[src/design/multichannel_conv2d_same_bias_top_macros.svh]
// Assertion macros for the convolution block
`ifndef MULTICHANNEL_CONV2D_SAME_BIAS_TOP_MACROS_SVH
`define MULTICHANNEL_CONV2D_SAME_BIAS_TOP_MACROS_SVH
`ifndef ASSERT_OFF
`define CHK_IMPL(label, clk, rst_n, ante, cons) \
    label: assert property (@(posedge clk) disable iff (!rst_n) (ante) |-> (cons)) \
        else $error("check failed");
`define CHK_NEXT(label, clk, rst_n, ante, cons) \
    label: assert property (@(posedge clk) disable iff (!rst_n) (ante) |=> (cons)) \
        else $error("check failed");
`else
`define CHK_IMPL(label, clk, rst_n, ante, cons)
`define CHK_NEXT(label, clk, rst_n, ante, cons)
`endif
`endif

[src/design/mcconv_pkg.sv]
// ----------------------------------------------------------------------------
// mcconv_pkg
// Shared types and codes of the convolution block.
// ----------------------------------------------------------------------------
package mcconv_pkg;
    localparam int DEF_MAX_WIDTH    = 32;
    localparam int DEF_MAX_HEIGHT   = 32;
    localparam int DEF_MAX_CHANNELS = 32;
    localparam int DEF_MAX_FILTERS  = 64;
    localparam int DEF_MAX_KERNEL   = 5;

    localparam logic [1:0] REQ_SAMPLE  = 2'd0;
    localparam logic [1:0] REQ_WEIGHT  = 2'd1;
    localparam logic [1:0] REQ_BIAS    = 2'd2;
    localparam logic [1:0] REQ_COMPUTE = 2'd3;

    localparam logic [2:0] CFG_WIDTH    = 3'd0;
    localparam logic [2:0] CFG_HEIGHT   = 3'd1;
    localparam logic [2:0] CFG_CHANNELS = 3'd2;
    localparam logic [2:0] CFG_FILTERS  = 3'd3;
    localparam logic [2:0] CFG_KERNEL   = 3'd4;

    // controller to datapath
    typedef struct packed {
        logic load;     // capture the request
        logic start;    // load bias, clear tap counters
        logic step;     // issue one tap
        logic finish;   // saturate and latch result
    } dp_cmd_t;

    // datapath to controller
    typedef struct packed {
        logic is_compute;
        logic bad;
        logic last_tap;
        logic drained;
    } dp_stat_t;
endpackage

[src/design/mcconv_ctrl.sv]
// ----------------------------------------------------------------------------
// mcconv_ctrl
// Sequencer: accept, run taps, drain pipeline, present result.
// ----------------------------------------------------------------------------
`include "multichannel_conv2d_same_bias_top_macros.svh"
module mcconv_ctrl (
    input  logic                clk,
    input  logic                rst_n,
    input  logic                in_valid,
    output logic                in_stall,
    output logic                out_valid,
    input  logic                out_stall,
    output mcconv_pkg::dp_cmd_t cmd,
    input  mcconv_pkg::dp_stat_t stat
);
    import mcconv_pkg::*;

    typedef enum logic [4:0] {
        ST_IDLE  = 5'b00001,
        ST_DEC   = 5'b00010,
        ST_RUN   = 5'b00100,
        ST_DRAIN = 5'b01000,
        ST_FIN   = 5'b10000
    } state_t;

    state_t state_reg, state_next;
    logic   out_valid_reg, out_valid_next;

    // accept while idle, even with a result still waiting
    assign in_stall  = (state_reg != ST_IDLE);
    assign out_valid = out_valid_reg;

    always_comb
    begin
        state_next     = state_reg;
        out_valid_next = out_valid_reg;
        cmd            = '0;
        if (out_valid_reg && !out_stall)
        begin
            out_valid_next = 1'b0;
        end
        unique case (state_reg)
            ST_IDLE:
            begin
                if (in_valid)
                begin
                    cmd.load   = 1'b1;
                    state_next = ST_DEC;
                end
            end
            ST_DEC:
            begin
                if (stat.is_compute && !stat.bad)
                begin
                    cmd.start  = 1'b1;
                    state_next = ST_RUN;
                end
                else
                begin
                    state_next = ST_FIN;
                end
            end
            ST_RUN:
            begin
                cmd.step = 1'b1;
                if (stat.last_tap)
                begin
                    state_next = ST_DRAIN;
                end
            end
            ST_DRAIN:
            begin
                if (stat.drained)
                begin
                    state_next = ST_FIN;
                end
            end
            ST_FIN:
            begin
                // wait for the output register to be free
                if (!out_valid_next)
                begin
                    cmd.finish     = 1'b1;
                    out_valid_next = 1'b1;
                    state_next     = ST_IDLE;
                end
            end
            default:
            begin
                state_next = ST_IDLE;
            end
        endcase
    end

    always_ff @(posedge clk or negedge rst_n)
    begin
        if (!rst_n)
        begin
            state_reg     <= ST_IDLE;
            out_valid_reg <= 1'b0;
        end
        else
        begin
            state_reg     <= state_next;
            out_valid_reg <= out_valid_next;
        end
    end

    `CHK_NEXT(a_load_leaves_idle, clk, rst_n, cmd.load, state_reg == ST_DEC)
    `CHK_IMPL(a_finish_one, clk, rst_n, cmd.finish, !(out_valid_reg && out_stall))
    `CHK_IMPL(a_step_only_run, clk, rst_n, cmd.step, state_reg == ST_RUN)
    `CHK_NEXT(a_finish_valid, clk, rst_n, cmd.finish, out_valid_reg)
endmodule

[config.mk]
export PLATFORM = sky130hd
export DESIGN_NAME = mcconv_ctrl
export DESIGN_NICKNAME = d
export VERILOG_FILES = /design/src/design/mcconv_pkg.sv /design/src/design/mcconv_ctrl.sv
export VERILOG_INCLUDE_DIRS = /design/src /design/src/design
export SDC_FILE = /design/constraint.sdc
export NUM_CORES = 1
export LEC_CHECK = 0
export BUFFER_PORTS_ARGS = -buffer_cell sky130_fd_sc_hd__buf_2
export CAP_MARGIN = 30
export CORE_AREA = 5 5 42 44
export CTS_CLUSTER_DIAMETER = 40
export DETAILED_ROUTE_END_ITERATION = 10
export DIE_AREA = 0 0 47 49
export PLACE_DENSITY_LB_ADDON = 0.05
export SYNTH_ARGS = -nofsm -noshare
export SYNTH_HDL_FRONTEND = slang
export SYNTH_SLANG_ARGS = --single-unit
export TNS_END_PERCENT = 50
[constraint.sdc]
create_clock -name clk -period 1.8 [get_ports clk]
set_input_delay 0.45 -clock clk [delete_from_list [all_inputs] [get_ports clk]]
set_output_delay 0.45 -clock clk [all_outputs]
set_load 0.02 [all_outputs]
# --- After elaboration in Yosys (flattened, before gate mapping) ---
# Cells that the tools add are included.
op_classes:
  n_eq_ne: 10
  mux: 15
  n_reduce_logical: 5
ops:
  columns: ["cell", "count"]
  rows:
  - ["5-bit two-way mux", 5]
  - ["5-bit one-hot mux with 5 select lines", 1]
  - ["1-bit two-way mux", 9]
  - ["2-bit != test (second input constant)", 4]
  - ["5-bit by 1-bit equality test with 1-bit output (second input constant)", 1]
  - ["5-bit by 2-bit equality test with 1-bit output (second input constant)", 1]
  - ["5-bit by 3-bit equality test with 1-bit output (second input constant)", 1]
  - ["5-bit by 4-bit equality test with 1-bit output (second input constant)", 1]
  - ["5-bit equality test (second input constant)", 1]
  - ["5-bit by 1-bit != test with 1-bit output (second input constant)", 1]
  - ["4-bit AND reduction", 1]
  - ["1-bit logical AND", 2]
  - ["1-bit zero test", 2]
totals:
  inputBits: 8
  ff_bits: 6
  wordCells: 32

# --- Logic depth before layout (Yosys ltp) ---
depth:
  depth_word: 5
  ltp_mapped: 4
  mapped_depth_nobuf: 4

# --- Least setup slack after synthesis ---
# Ideal clock, no wire load.
synth_timing:
  kind: "register to output"
  startpoint: "register state_reg[0]"
  endpoint: "output cmd[3] in the netlist's numbering"
  stages_incl_launch_ff: 4
  setup_slack_ps: -306
  required_ps: 1350
  path_buffers: 0
  arrival_time_ps: 1656
  cell_sequence: "dfstp_2 -> or4b_4 -> or2_2 -> nor2_1"
synth_lines:
  columns: ["element", "line", "rtl"]
  rows:
  - ["from (decl)", "mcconv_ctrl.sv:26", "state_t state_reg, state_next;"]
  - ["from (signal assigned)", "mcconv_ctrl.sv:104", "state_reg <= state_next;"]
  - ["to (decl)", "mcconv_ctrl.sv:13", "output mcconv_pkg::dp_cmd_t cmd,"]

==> metrics <==
outcome=complete, but fails checks; failing checks=negative setup slack; gpl congestion=0.7169; Leakage=0.3353 nW; DRT iter0 DRCs=0; Remaining DRCs=0; Post-synth EDFFs=0; largest net degree at the start of global routing=7; async set-reset flop share out of synthesis=1.000; total power=924.3 µW; RSZ-0062 raised after global routing=true; gr ovfl total=0; IO Count=14; Synth Register Bits=6; syn_area_per_cell=8.848 µm²; worst min path class=input pin to asynchronous set/reset pin; Total Wirelength=1.034 mm; worst clock skew=0.0008196 ns; Synth Warn #=0; IO buf count=13; final period utilization=1.192; Syn Std Cell Area=371.6 µm²; Net count, final=80; share of post-route cells with drive strength above 1=0.6479; post-synthesis sequential area ratio=0.4074; global routing usage on met2=0.1606; CP endpoint kind=output pin; top-area cell type share of the netlist area=0.3367; clock slew at reported path FFs=0.04 ns; worst setup margin=-0.3453 ns; commonest non-fill, non-tap cell in the layout=buf_4; Initial Utilization=0.2652; clock tree buffer depth=2; grt met1 use=0.1228; Clock Sinks=6; Worst setup SP type=flop; largest family of logic cells by synthesized area=simple AND/OR/NAND/NOR gates; DIE WIDTH=47 µm; Largest register FFs=5; cell area power density=1381 mW/mm²; average vias per placed instance=4.563; num rows=14; Final Hold Fails=0; post-synthesis compound-gate area fraction=0.1448; DP HPWL=826.8 µm; Post-Synth Simple-Gate Area=0.3838; routing usage on met3=0.01107; Synth Area in Adders=0; Rel. slew slack=0.8469; Die Area=0.002303 mm²; area leader, netlist=dfrtp_1; Max FO, Critical Path=3; Max IR drop VDD=502.3 µV; CTS tree=done; Final Cell Area=669.4 µm²; total core area=0.001401 mm²; prevailing post-synth register cell=dfrtp_1; vias in the first global route=405; Least-Margin Pin Slew=0.2295 ns; Avg WL per Cell=11.89 µm; Post-Synth XOR/XNOR Area=0.02357; most frequent cells in the layout=11 x buf_4, 8 x buf_2, 7 x buf_6, 5 x dfrtp_1; Netlist cell types=23; clk_lat worst skew=0.24 ns; Synth-to-Final Area Change=80.13%; Placed Area=519.2 µm²; initial antenna violation count=0; TritonCTS buffer count=3; Post-Syn Instances=42; CTS H-tree lvls=1; mux contribution to synthesized area=0; global-route wire length before repair=1.635 mm; CP Class=flop to output pin; CTS root buf=clkbuf_4; fillers=139; final setup vio count=7; Synth area leaders=dfrtp_1 34%, dfstp_2 7.1%, nor2_1 7.1%; Critical Path RT=1.35 ns; Synthesized Nets=50; Inserted Diodes=0; max-slew violation count=0; WP data arrival=1.70 ns; Final ANT Viol Nets=0; GRT Max-Usage Layer=met2; Final min period=2.145 ns; total global-route track usage=0.09766; DRT Pass-1 Iters=1; Vert. Die Dim=49 µm; routed vias=397; maxcap violations=0; fmax=466.1 MHz
power breakdown:
part	total (mW)	leakage, nW	switching (mW)	internal (mW)
logic	0.593	0.241	0.252	0.341
clock network	0.129	0.0150	0.0452	0.0838
registers	0.202	0.0791	0.0245	0.177
worst paths after layout:
path                         startpoint            to  slack (ns)  cells past startpoint
setup / recovery           state_reg[0]        cmd[3]       -0.35                      4
hold / removal                    rst_n  state_reg[4]        0.03                      1
setup reg to reg           state_reg[0]  state_reg[3]       -0.12                      6
hold reg to reg               out_valid     out_valid        0.54                      2
max in group asynchronous         rst_n  state_reg[0]        1.56                      1
min in group clk                stat[1]  state_reg[2]        0.45                      2
routing by layer:
layer  wire length (µm)  vias to the layer above  part of all wire
met2                565                        7              0.55
li1                   -                      206                 -
met1                432                      184              0.42
met3                 36                        0             0.035
met4                  0                        0                 0
met5                  0                        -                 0
cells in the mapped netlist, drive strengths merged, types with 2 or more instances:
cell / n
o21ai: 3
nor2: 7
or3: 3
nand2: 3
a21oi: 2
dfrtp: 5
nand3: 3
inv: 2
and3: 2
critical path, stage by stage, from the launching register on:
cell	delay (ns)
dfstp_2	0.52
or4b_4	0.46
or2_4	0.29
nor2_4	0.08
buf_6	0.11
cells by family (layout without fill, tap and decap cells):
group                     after synthesis  count (layout)
AOI/OAI and AO/OA                       8               8
xor gates and xnor gates                1               1
buffers and inverters                   3              32
DFF                                     6               6
and+or+nand+nor                        24              24
area by class of cell:
type                       instances  area [µm²]  area share
inverter                           2       7.507     0.01121
multi-input combinational         33       262.8      0.3925
tap                               16       20.02     0.02991
clock buffer                       4       26.28     0.03925
sequential                         6       151.4      0.2262
timing repair buffer              26       201.4      0.3009
per-stage QoR:
step	cells	worst slack (ns)	hold WS, ns	setup TNS, ns	utilization
3_5_place_dp	78	-0.1209	0.2802	-0.2018	0.3705
3_3_place_gp	78	-0.1042	0.2733	-0.1653	0.3705
4_1_cts	83	-0.3532	0.02276	-0.9141	0.4188
2_1_floorplan	42	-0.07233	0.1544	-0.07233	-
5_1_grt	87	-0.3957	0.03433	-1.601	0.4777
6_report	87	-0.3453	0.02585	-1.272	0.4777
repair_timing:
item	4_1_cts	5_1_grt
hold buffers	0	0
resized for setup	12	12
pin swaps	3	9
setup endpoints to repair	5	8
buffers inserted	1	4
Note: power is estimated with default switching activity, not from simulation.
